`config.mk`:
```
export PLATFORM = sky130hd
export DESIGN_NAME = rgb_to_hsv_8bit_integer_unit
export DESIGN_NICKNAME = d
export VERILOG_FILES = /design/src/hw/rtl/rthsv_pkg.sv /design/src/hw/rtl/rthsv_front.sv /design/src/hw/rtl/rthsv_queue.sv /design/src/hw/rtl/rthsv_back.sv /design/src/hw/rtl/rgb_to_hsv_8bit_integer_unit.sv
export SDC_FILE = /design/constraint.sdc
export NUM_CORES = 1
export LEC_CHECK = 0
export BUFFER_PORTS_ARGS = -buffer_cell sky130_fd_sc_hd__buf_2
export CORE_MARGIN = 2
export CORE_UTILIZATION = 55
export DETAILED_ROUTE_END_ITERATION = 16
export PLACE_DENSITY_LB_ADDON = 0.3
export SLEW_MARGIN = 10
export SYNTH_ARGS = -nofsm -noshare
export SYNTH_HDL_FRONTEND = slang
export SYNTH_SLANG_ARGS = --single-unit
```
`constraint.sdc`:
```
create_clock -name clk -period 16.9 [get_ports clk]
set_input_delay 1.69 -clock clk [delete_from_list [all_inputs] [get_ports clk]]
set_output_delay 1.69 -clock clk [all_outputs]
set_load 0.1 [all_outputs]
```
`src/hw/rtl/rthsv_pkg.sv`:
```
// Shared types and constants for the RGB to HSV converter.
package rthsv_pkg;

    localparam int CH_W        = 8;
    localparam int SAT_NUM_W   = 2 * CH_W;
    localparam int HUE_Q_W     = 6;
    localparam int HUE_NUM_W   = CH_W + HUE_Q_W;
    localparam int DIV_STAGES  = CH_W;
    localparam int QUEUE_DEPTH = 4;
    localparam int QUEUE_AW    = 2;

    localparam logic [HUE_Q_W-1:0] HUE_STEP       = 6'd43;
    localparam logic [CH_W-1:0]    HUE_BASE_RED   = 8'd0;
    localparam logic [CH_W-1:0]    HUE_BASE_GREEN = 8'd85;
    localparam logic [CH_W-1:0]    HUE_BASE_BLUE  = 8'd171;

    // Classified pixel handed from the front end to the divider pipeline
    typedef struct packed {
        logic [CH_W-1:0] mx;    // largest channel
        logic [CH_W-1:0] span;  // max - min
        logic [CH_W-1:0] mag;   // |difference of the other two channels|
        logic            neg;   // difference is negative
        logic [CH_W-1:0] base;  // hue offset of the winning channel
    } cls_t;

    // Queue status seen by the front and back ends
    typedef struct packed {
        logic full;
        logic rd_valid;
    } q_stat_t;

endpackage

```
`src/hw/rtl/rthsv_front.sv`:
```
// Front end: accepts a pixel word and classifies it by its largest channel.
module rthsv_front (
    input  logic [7:0]      red,
    input  logic [7:0]      green,
    input  logic [7:0]      blue,
    input  logic            in_valid,
    output logic            in_ready,
    input  rthsv_pkg::q_stat_t q_stat,
    output logic            push,
    output rthsv_pkg::cls_t cls
);
    import rthsv_pkg::*;

    logic [CH_W-1:0] mx;
    logic [CH_W-1:0] mn;
    logic [CH_W-1:0] pos_ch;
    logic [CH_W-1:0] neg_ch;

    assign in_ready = !q_stat.full;
    assign push     = in_valid && !q_stat.full;

    // Max and min of the three channels
    always_comb
    begin
        mx = red;
        if (green > mx)
        begin
            mx = green;
        end
        if (blue > mx)
        begin
            mx = blue;
        end
        mn = red;
        if (green < mn)
        begin
            mn = green;
        end
        if (blue < mn)
        begin
            mn = blue;
        end
    end

    // Winning channel picks the offset; red beats green beats blue on ties
    always_comb
    begin
        if (red == mx)
        begin
            cls.base = HUE_BASE_RED;
            pos_ch   = green;
            neg_ch   = blue;
        end
        else if (green == mx)
        begin
            cls.base = HUE_BASE_GREEN;
            pos_ch   = blue;
            neg_ch   = red;
        end
        else
        begin
            cls.base = HUE_BASE_BLUE;
            pos_ch   = red;
            neg_ch   = green;
        end
        cls.mx   = mx;
        cls.span = mx - mn;
        cls.neg  = neg_ch > pos_ch;
        cls.mag  = cls.neg ? (neg_ch - pos_ch) : (pos_ch - neg_ch);
    end

endmodule

```
`src/hw/rtl/rthsv_queue.sv`:
```
// Short queue between the front end and the divider pipeline.
module rthsv_queue (
    input  logic               clk,
    input  logic               rst_n,
    input  logic               push,
    input  rthsv_pkg::cls_t    wr_data,
    input  logic               pop,
    output rthsv_pkg::cls_t    rd_data,
    output rthsv_pkg::q_stat_t q_stat
);
    import rthsv_pkg::*;

    cls_t                mem_reg [QUEUE_DEPTH];
    logic [QUEUE_AW-1:0] wr_ptr_reg;
    logic [QUEUE_AW-1:0] rd_ptr_reg;
    logic [QUEUE_AW:0]   count_reg;
    logic                do_pop;

    assign q_stat.full     = (count_reg == (QUEUE_AW+1)'(QUEUE_DEPTH));
    assign q_stat.rd_valid = (count_reg != '0);
    assign rd_data         = mem_reg[rd_ptr_reg];
    assign do_pop          = pop && q_stat.rd_valid;

    // Pointers and fill count
    always_ff @(posedge clk or negedge rst_n)
    begin
        if (!rst_n)
        begin
            wr_ptr_reg <= '0;
            rd_ptr_reg <= '0;
            count_reg  <= '0;
        end
        else
        begin
            if (push)
            begin
                wr_ptr_reg <= wr_ptr_reg + 1'b1;
            end
            if (do_pop)
            begin
                rd_ptr_reg <= rd_ptr_reg + 1'b1;
            end
            if (push && !do_pop)
            begin
                count_reg <= count_reg + 1'b1;
            end
            else if (!push && do_pop)
            begin
                count_reg <= count_reg - 1'b1;
            end
        end
    end

    // Entry storage
    always_ff @(posedge clk)
    begin
        if (push)
        begin
            mem_reg[wr_ptr_reg] <= wr_data;
        end
    end

endmodule

```
`src/hw/rtl/rthsv_back.sv`:
```
// Back end: two restoring dividers, at most one quotient bit per stage each, and the hue sum.
module rthsv_back (
    input  logic            clk,
    input  logic            rst_n,
    input  logic            cls_valid,
    input  rthsv_pkg::cls_t cls,
    output logic            pop,
    output logic            out_valid,
    input  logic            out_ready,
    output logic [7:0]      hue,
    output logic [7:0]      saturation,
    output logic [7:0]      value
);
    import rthsv_pkg::*;

    typedef struct packed {
        logic [SAT_NUM_W-1:0] sat_rem;
        logic [CH_W-1:0]      sat_q;
        logic [CH_W-1:0]      sat_div;
        logic [HUE_NUM_W-1:0] hue_rem;
        logic [HUE_Q_W-1:0]   hue_q;
        logic [CH_W-1:0]      hue_div;
        logic                 neg;
        logic [CH_W-1:0]      base;
        logic [CH_W-1:0]      mx;
        logic                 grey;
    } stg_t;

    // One quotient bit of each divider; the hue quotient has only six bits
    function automatic stg_t div_step(input stg_t s, input logic [2:0] j);
        stg_t                 r;
        logic [2:0]           sh;
        logic [SAT_NUM_W-1:0] sat_d;
        logic [HUE_NUM_W-1:0] hue_d;
        r     = s;
        sh    = 3'd7 - j;
        sat_d = SAT_NUM_W'(s.sat_div) << sh;
        hue_d = HUE_NUM_W'(s.hue_div) << sh;
        if (s.sat_rem >= sat_d)
        begin
            r.sat_rem = s.sat_rem - sat_d;
            r.sat_q   = {s.sat_q[CH_W-2:0], 1'b1};
        end
        else
        begin
            r.sat_q = {s.sat_q[CH_W-2:0], 1'b0};
        end
        if (j >= 3'(CH_W - HUE_Q_W))
        begin
            if (s.hue_rem >= hue_d)
            begin
                r.hue_rem = s.hue_rem - hue_d;
                r.hue_q   = {s.hue_q[HUE_Q_W-2:0], 1'b1};
            end
            else
            begin
                r.hue_q = {s.hue_q[HUE_Q_W-2:0], 1'b0};
            end
        end
        return r;
    endfunction

    logic                 adv;
    logic                 vld_reg [DIV_STAGES+1];
    stg_t                 stg_reg [DIV_STAGES+1];
    stg_t                 stg_next [DIV_STAGES+1];
    logic [CH_W-1:0]      hue_next;
    logic [CH_W-1:0]      hue_reg;
    logic [CH_W-1:0]      sat_reg;
    logic [CH_W-1:0]      value_reg;
    logic                 out_valid_reg;

    // Whole pipeline moves when the output word is free or being taken
    assign adv = !out_valid_reg || out_ready;
    assign pop = adv;

    // Stage 0: numerators and guarded divisors; each later stage takes one divider step
    always_comb
    begin
        stg_next[0].sat_rem = {cls.span, 8'd0} - SAT_NUM_W'(cls.span);
        stg_next[0].sat_q   = '0;
        stg_next[0].sat_div = (cls.mx == '0) ? 8'd1 : cls.mx;
        stg_next[0].hue_rem = HUE_NUM_W'(cls.mag) * HUE_NUM_W'(HUE_STEP);
        stg_next[0].hue_q   = '0;
        stg_next[0].hue_div = (cls.span == '0) ? 8'd1 : cls.span;
        stg_next[0].neg     = cls.neg;
        stg_next[0].base    = cls.base;
        stg_next[0].mx      = cls.mx;
        stg_next[0].grey    = (cls.span == '0);
        for (int j = 0; j < DIV_STAGES; j++)
        begin
            stg_next[j+1] = div_step(stg_reg[j], 3'(j));
        end
    end

    // Hue offset plus or minus the quotient, wrapped to eight bits; zero for a grey pixel
    always_comb
    begin
        if (stg_reg[DIV_STAGES].grey)
        begin
            hue_next = '0;
        end
        else if (stg_reg[DIV_STAGES].neg)
        begin
            hue_next = stg_reg[DIV_STAGES].base - CH_W'(stg_reg[DIV_STAGES].hue_q);
        end
        else
        begin
            hue_next = stg_reg[DIV_STAGES].base + CH_W'(stg_reg[DIV_STAGES].hue_q);
        end
    end

    // Valid bits
    always_ff @(posedge clk or negedge rst_n)
    begin
        if (!rst_n)
        begin
            for (int k = 0; k <= DIV_STAGES; k++)
            begin
                vld_reg[k] <= 1'b0;
            end
            out_valid_reg <= 1'b0;
        end
        else if (adv)
        begin
            vld_reg[0] <= cls_valid;
            for (int k = 1; k <= DIV_STAGES; k++)
            begin
                vld_reg[k] <= vld_reg[k-1];
            end
            out_valid_reg <= vld_reg[DIV_STAGES];
        end
    end

    // Payload
    always_ff @(posedge clk)
    begin
        if (adv)
        begin
            for (int k = 0; k <= DIV_STAGES; k++)
            begin
                stg_reg[k] <= stg_next[k];
            end
            hue_reg   <= hue_next;
            sat_reg   <= stg_reg[DIV_STAGES].sat_q;
            value_reg <= stg_reg[DIV_STAGES].mx;
        end
    end

    assign out_valid  = out_valid_reg;
    assign hue        = hue_reg;
    assign saturation = sat_reg;
    assign value      = value_reg;

endmodule

```
`src/hw/rtl/rgb_to_hsv_8bit_integer_unit.sv`:
```
// Top level of the 8-bit RGB to HSV converter.
//
// Input channel: red, green, blue with in_valid / in_ready. A word is taken
// at a rising edge where both are high. Output channel: hue, saturation,
// value with out_valid / out_ready, same rule.
// Throughput: one pixel per clock while the receiver keeps out_ready high.
// Path: with no stall, an input word passes through the 4-entry queue, the
// numerator register, eight restoring-divider stages (one quotient bit each
// for saturation, and for hue in the last six), and the output register with
// the hue sum. While out_valid is high and out_ready is low the divider
// pipeline holds; the queue keeps taking words until its four entries are
// full, then in_ready drops.
// Reset clears the queue and all valid bits; no word is in flight after it.
module rgb_to_hsv_8bit_integer_unit (
    input  logic       clk,
    input  logic       rst_n,
    input  logic [7:0] red,
    input  logic [7:0] green,
    input  logic [7:0] blue,
    input  logic       in_valid,
    output logic       in_ready,
    output logic [7:0] hue,
    output logic [7:0] saturation,
    output logic [7:0] value,
    output logic       out_valid,
    input  logic       out_ready
);
    import rthsv_pkg::*;

    q_stat_t q_stat;
    cls_t    front_cls;
    cls_t    queue_cls;
    logic    push;
    logic    pop;

    rthsv_front u_front (
        .red      (red),
        .green    (green),
        .blue     (blue),
        .in_valid (in_valid),
        .in_ready (in_ready),
        .q_stat   (q_stat),
        .push     (push),
        .cls      (front_cls)
    );

    rthsv_queue u_queue (
        .clk     (clk),
        .rst_n   (rst_n),
        .push    (push),
        .wr_data (front_cls),
        .pop     (pop),
        .rd_data (queue_cls),
        .q_stat  (q_stat)
    );

    rthsv_back u_back (
        .clk        (clk),
        .rst_n      (rst_n),
        .cls_valid  (q_stat.rd_valid),
        .cls        (queue_cls),
        .pop        (pop),
        .out_valid  (out_valid),
        .out_ready  (out_ready),
        .hue        (hue),
        .saturation (saturation),
        .value      (value)
    );

endmodule

```
* Yosys cells after proc, flatten, opt, wreduce, memory -nomap -nowiden
Memories as Yosys holds them, arrays and structs flattened.
Index checks and enable logic that the tools add are counted.
** Operators by class
- $add $sub $neg :: 24
- Multiply operators :: 1
- Magnitude comparators :: 19
- Eq/ne operators :: 3
- Muxes and demuxes :: 48
- Reduce and logical (&&, ||, !) cells :: 13
** Operators by type and width (count)
- two-way mux 16 bit :: 8
- two-way mux 8 bit :: 14
- two-way mux 14 bit :: 6
- subtractor 16 x 8 -> 16 bit :: 2
- > comparator 8 bit :: 3
- subtractor 8 bit :: 3
- two-way mux 1 bit :: 18
- == test 8 bit :: 2
- >= comparator 16 x 10 -> 1 bit :: 1
- >= comparator 16 x 11 -> 1 bit :: 1
- >= comparator 16 x 12 -> 1 bit :: 1
- >= comparator 16 x 13 -> 1 bit :: 1
- >= comparator 16 x 14 -> 1 bit :: 1
- >= comparator 16 x 15 -> 1 bit :: 1
- >= comparator 16 x 8 -> 1 bit :: 1
- >= comparator 16 x 9 -> 1 bit :: 1
- logical NOT 8 bit :: 2
- less-than comparator 8 bit :: 2
- subtractor 16 x 10 -> 16 bit :: 1
- subtractor 16 x 11 -> 16 bit :: 1
- subtractor 16 x 12 -> 16 bit :: 1
- subtractor 16 x 13 -> 16 bit :: 1
- subtractor 16 x 14 -> 16 bit :: 1
- subtractor 16 x 15 -> 16 bit :: 1
- other kinds (26) :: 34
** Storage, ports and cells
- Flip-flop bits (word level) :: 41
- RAM bits :: 834
- Input bits :: 28
- Logic and storage cells :: 126
- Memories :: 2
** Memory list
- u_back.stg_reg :: words 9, width 78, rd ports 9, clocked after Yosys merged registers in 0, wr ports 9, line rthsv_back.sv:65 : stg_t stg_reg [DIV_STAGES+1];
- u_queue.mem_reg :: words 4, width 33, rd ports 1, clocked after Yosys merged registers in 0, wr ports 1, line rthsv_queue.sv:13 : cls_t mem_reg [QUEUE_DEPTH];

* Longest topological paths before layout
- Depth after elaboration :: 9
- Depth in mapped cells :: 36

* Cells and area by module
A second synthesis with hierarchy kept.
** Second synthesis, totals
- Cell total of the unflattened synthesis :: 2508
- Area total of the unflattened synthesis :: 35519.1 µm²
** Modules (own cells, without submodules)
- rthsv_back :: times used 1, cells an instance 1899, area each 27381.3 µm²
- rthsv_queue :: times used 1, cells an instance 207, area each 5210.0 µm²
- rthsv_front :: times used 1, cells an instance 402, area each 2927.8 µm²

* Worst setup path before layout
Ideal clock, no wire load.
- Kind :: input to register
- Start :: in out_ready
- End :: reg u_back.vld_reg[0] (netlist bit)
- Setup time :: 0.151 ns
- Data arrival time :: 19.362 ns
- Data required time :: 16.749 ns
- Setup slack :: -2.613 ns
- Cell stages on the path :: 3
- Path buffers :: 1
- Cells stage by stage :: nand2b_1 clkbuf_1 mux2_2
** Between the ends
- Cells in the longest elaborated chain, start to end :: 1
** RTL lines
- start, declared :: line rgb_to_hsv_8bit_integer_unit.sv:26 : input logic out_ready
- logical OR 1 bit :: line rthsv_back.sv:74 : assign adv = !out_valid_reg || out_ready;
- via pop :: line rgb_to_hsv_8bit_integer_unit.sv:34 : logic pop;
- end signal, assigned by index :: line rthsv_back.sv:129 : vld_reg[k] <= vld_reg[k-1];
- end, declared :: line rthsv_back.sv:64 : logic vld_reg [DIV_STAGES+1];
The timed path passes the listed nets, and every way through them passes these cells.
A chain may end at the register's enable or synchronous reset.

==> run metrics <==
status=completed; initial antenna violation count=0; Die W=249 µm; via count of the first global-routing pass=19000; leakage power=0.0141 µW; max_cap viols=0; sequential area share after synthesis=63.0%; CP Capture Type=flip-flop; largest net degree at the start of global routing=90; initial drt markers=958; CTS tree=yes; Crit Path Max Fanout=32; Reg clk slew, reported paths=0.06 ns; H-tree depth=3; Most used DFF post-synth=edfxtp_1; hold worst-path end=u_back.stg_reg[0][193]; pwr dens=227 nW/µm²; Post-synth EDFFs=678; Worst Setup SP=red[5]; P&R area growth vs syn=10.5%; Hold Crit Class=flip-flop to flip-flop; Root Buffer=clkbuf_16; crit-path leading delay family=compound AO/OA/AOI/OAI gates; syn nets=2650; RSZ-0062 raised after global routing=false; count leader, synth=edfxtp_1; slowest CP cell=and2_1; Worst EP required=17.30 ns; Avg Cell Area, Syn=13.8 µm²; first-pass GRT wire length=93200 µm; die area=61900 µm²; cell count after synthesis=2390; Reg2Reg Capture Point=u_back.stg_reg[0][45]; worst-margin pin slew=1.09 ns; Worst slew margin=27.1%; worst skew pair latency=0.61 ns; Buf/Inv on CP=3; RD Place Congestion=0.915; Async S/R FF share, synth=2.45%; Setup Skew=0.0180 ns; Tcrit/Tclk final=56.7%; cell count after placement=3176; post-cts gate resize count=0; Post-CTS Setup Bufs=0; Initial Util=55.8%; Post-synth top cells=edfxtp_1, inv_1, ha_1; post-DP HPWL=40600 µm; Final ANT Viol Nets=0; Core ar.=59100 µm²; Max Freq=104 MHz; WHS Path Cells=0; Final setup viols=0; FF+latch count, synth=695; post-route cell area=36400 µm²; hold slack=0.407 ns; Boundary Pins=54; start of the worst register-to-register path=u_queue.rd_ptr_reg[0]; via count=18200; drt drc=0; Final Core Density=61.6%; Routed WL=56900 µm; VDD IR max=0.161 mV; synthesized area=33000 µm²; CTS Hold Bufs=0; Die Span Y=249 µm; Total GRT Usage=18.7%; unique cell type count in the Yosys netlist=80; r2r setup slk=11.91 ns; post-synth top area share=61.7%; PortBufs=53; Nets=2737; Max stage delay on crit path=0.71 ns; max-slew violation count=0; Num Clock Sinks=695; CP Class=primary input to flip-flop; overflow left after global routing=0; Worst setup SP type=primary input; drt pass-1 iters=5; Synth area leaders=edfxtp_1, ha_1, inv_1; Final Critical Period=9.58 ns; vias per cell=5.52; number of buffers created by CTS=72; Clock Path Buffers=3; WL per Instance=17.2 µm; Final Hold Fails=0; row count=89; Warnings, synthesis=0; Yosys top cell by area=edfxtp_1; Setup Total Neg Slack=0 ns; placed cell areas=34100 µm²; diode count=0; post-route insts no fill=3304; Worst EP arrival=9.98 ns; share of cells above drive strength 1=11.6%; cell mode on critical path=ha_1; hold path start=u_back.stg_reg[0][115]; R2R cell count=17; Largest register FFs=542
per-layer routing:
layer / global-route usage, % / wire [µm] / vias up / part of all wire, %
met1: 21.2 / 22800 / 8814 / 40
met5: 0 / 0 / - / 0
met2: 34.7 / 30000 / 319 / 53
li1: - / - / 8978 / -
met4: 8.94 / 2240 / 0 / 3.9
met3: 2.74 / 1800 / 127 / 3.2
cell type report:
type	count	area, µm²
fillers	4252	22700
flip-flops and latches	695	20800
multi-input cells	1381	11000
clock buffers	86	1900
inverters	262	983
well taps	773	967
clock inverters	42	450
repair buffers	65	355
through the flow:
stage / setup WS [ns] / total power, µW
6_report: 7.32 / 8270
5_1_grt: 6.71 / 8900
4_1_cts: 7.42 / 8350
3_5_place_dp: 6.81 / 6750
3_3_place_gp: 7.04 / 6570
2_1_floorplan: 6.69 / 6010
placed cells by master, fill, tap and decap left out, types with 11 or more instances in the layout:
cell       count
fa_1          26
xnor2_1       90
o21ai_0       89
mux4_2        35
clkbuf_16     74
or4_1         20
nand4_1       24
clkbuf_1      12
a21boi_0      31
and3_1        15
clkinv_1      11
o211ai_1      25
nand3_1       39
a21oi_1      114
o21a_1        11
nor2b_1       35
edfxtp_1     678
xor2_1        48
o31ai_1       11
buf_4         12
ha_1         206
clkinv_2      11
mux2_2        48
nor4_1        21
inv_1        260
nand2b_1      18
a21o_1        40
mux2i_1       20
buf_2         53
dfrtp_1       16
nand2_1      101
nor2_1       151
nor3_1        29
power by group:
group	switching, µW	internal, µW
combinational	2000	1470
sequential	303	2960
clock	629	915
total	2930	5350
cells by family (layout without fill, tap and decap cells):
| family | after synthesis | in the layout | synth area share [%] |
|---|---|---|---|
| simple gates | 520 | 520 | 8.08 |
| buf+inv | 314 | 455 | 3.70 |
| xor+xnor | 138 | 138 | 3.67 |
| mux | 104 | 104 | 4.67 |
| flops | 695 | 695 | 63.0 |
| fa+ha+maj | 232 | 232 | 9.40 |
| compound gates | 387 | 387 | 7.45 |
worst max-delay path by stage:
stage | end | slack [ns] | depth (start not counted)
floorplan | u_back.vld_reg[0] | 6.69 | 3
global placement | u_queue.mem_reg[0][14] | 7.04 | 29
detailed placement | u_queue.mem_reg[0][14] | 6.81 | 29
CTS | u_queue.mem_reg[1][14] | 7.42 | 29
global route | u_queue.mem_reg[3][14] | 6.71 | 29
finish | u_queue.mem_reg[3][14] | 7.32 | 29
(Power assumes the default switching activity.)
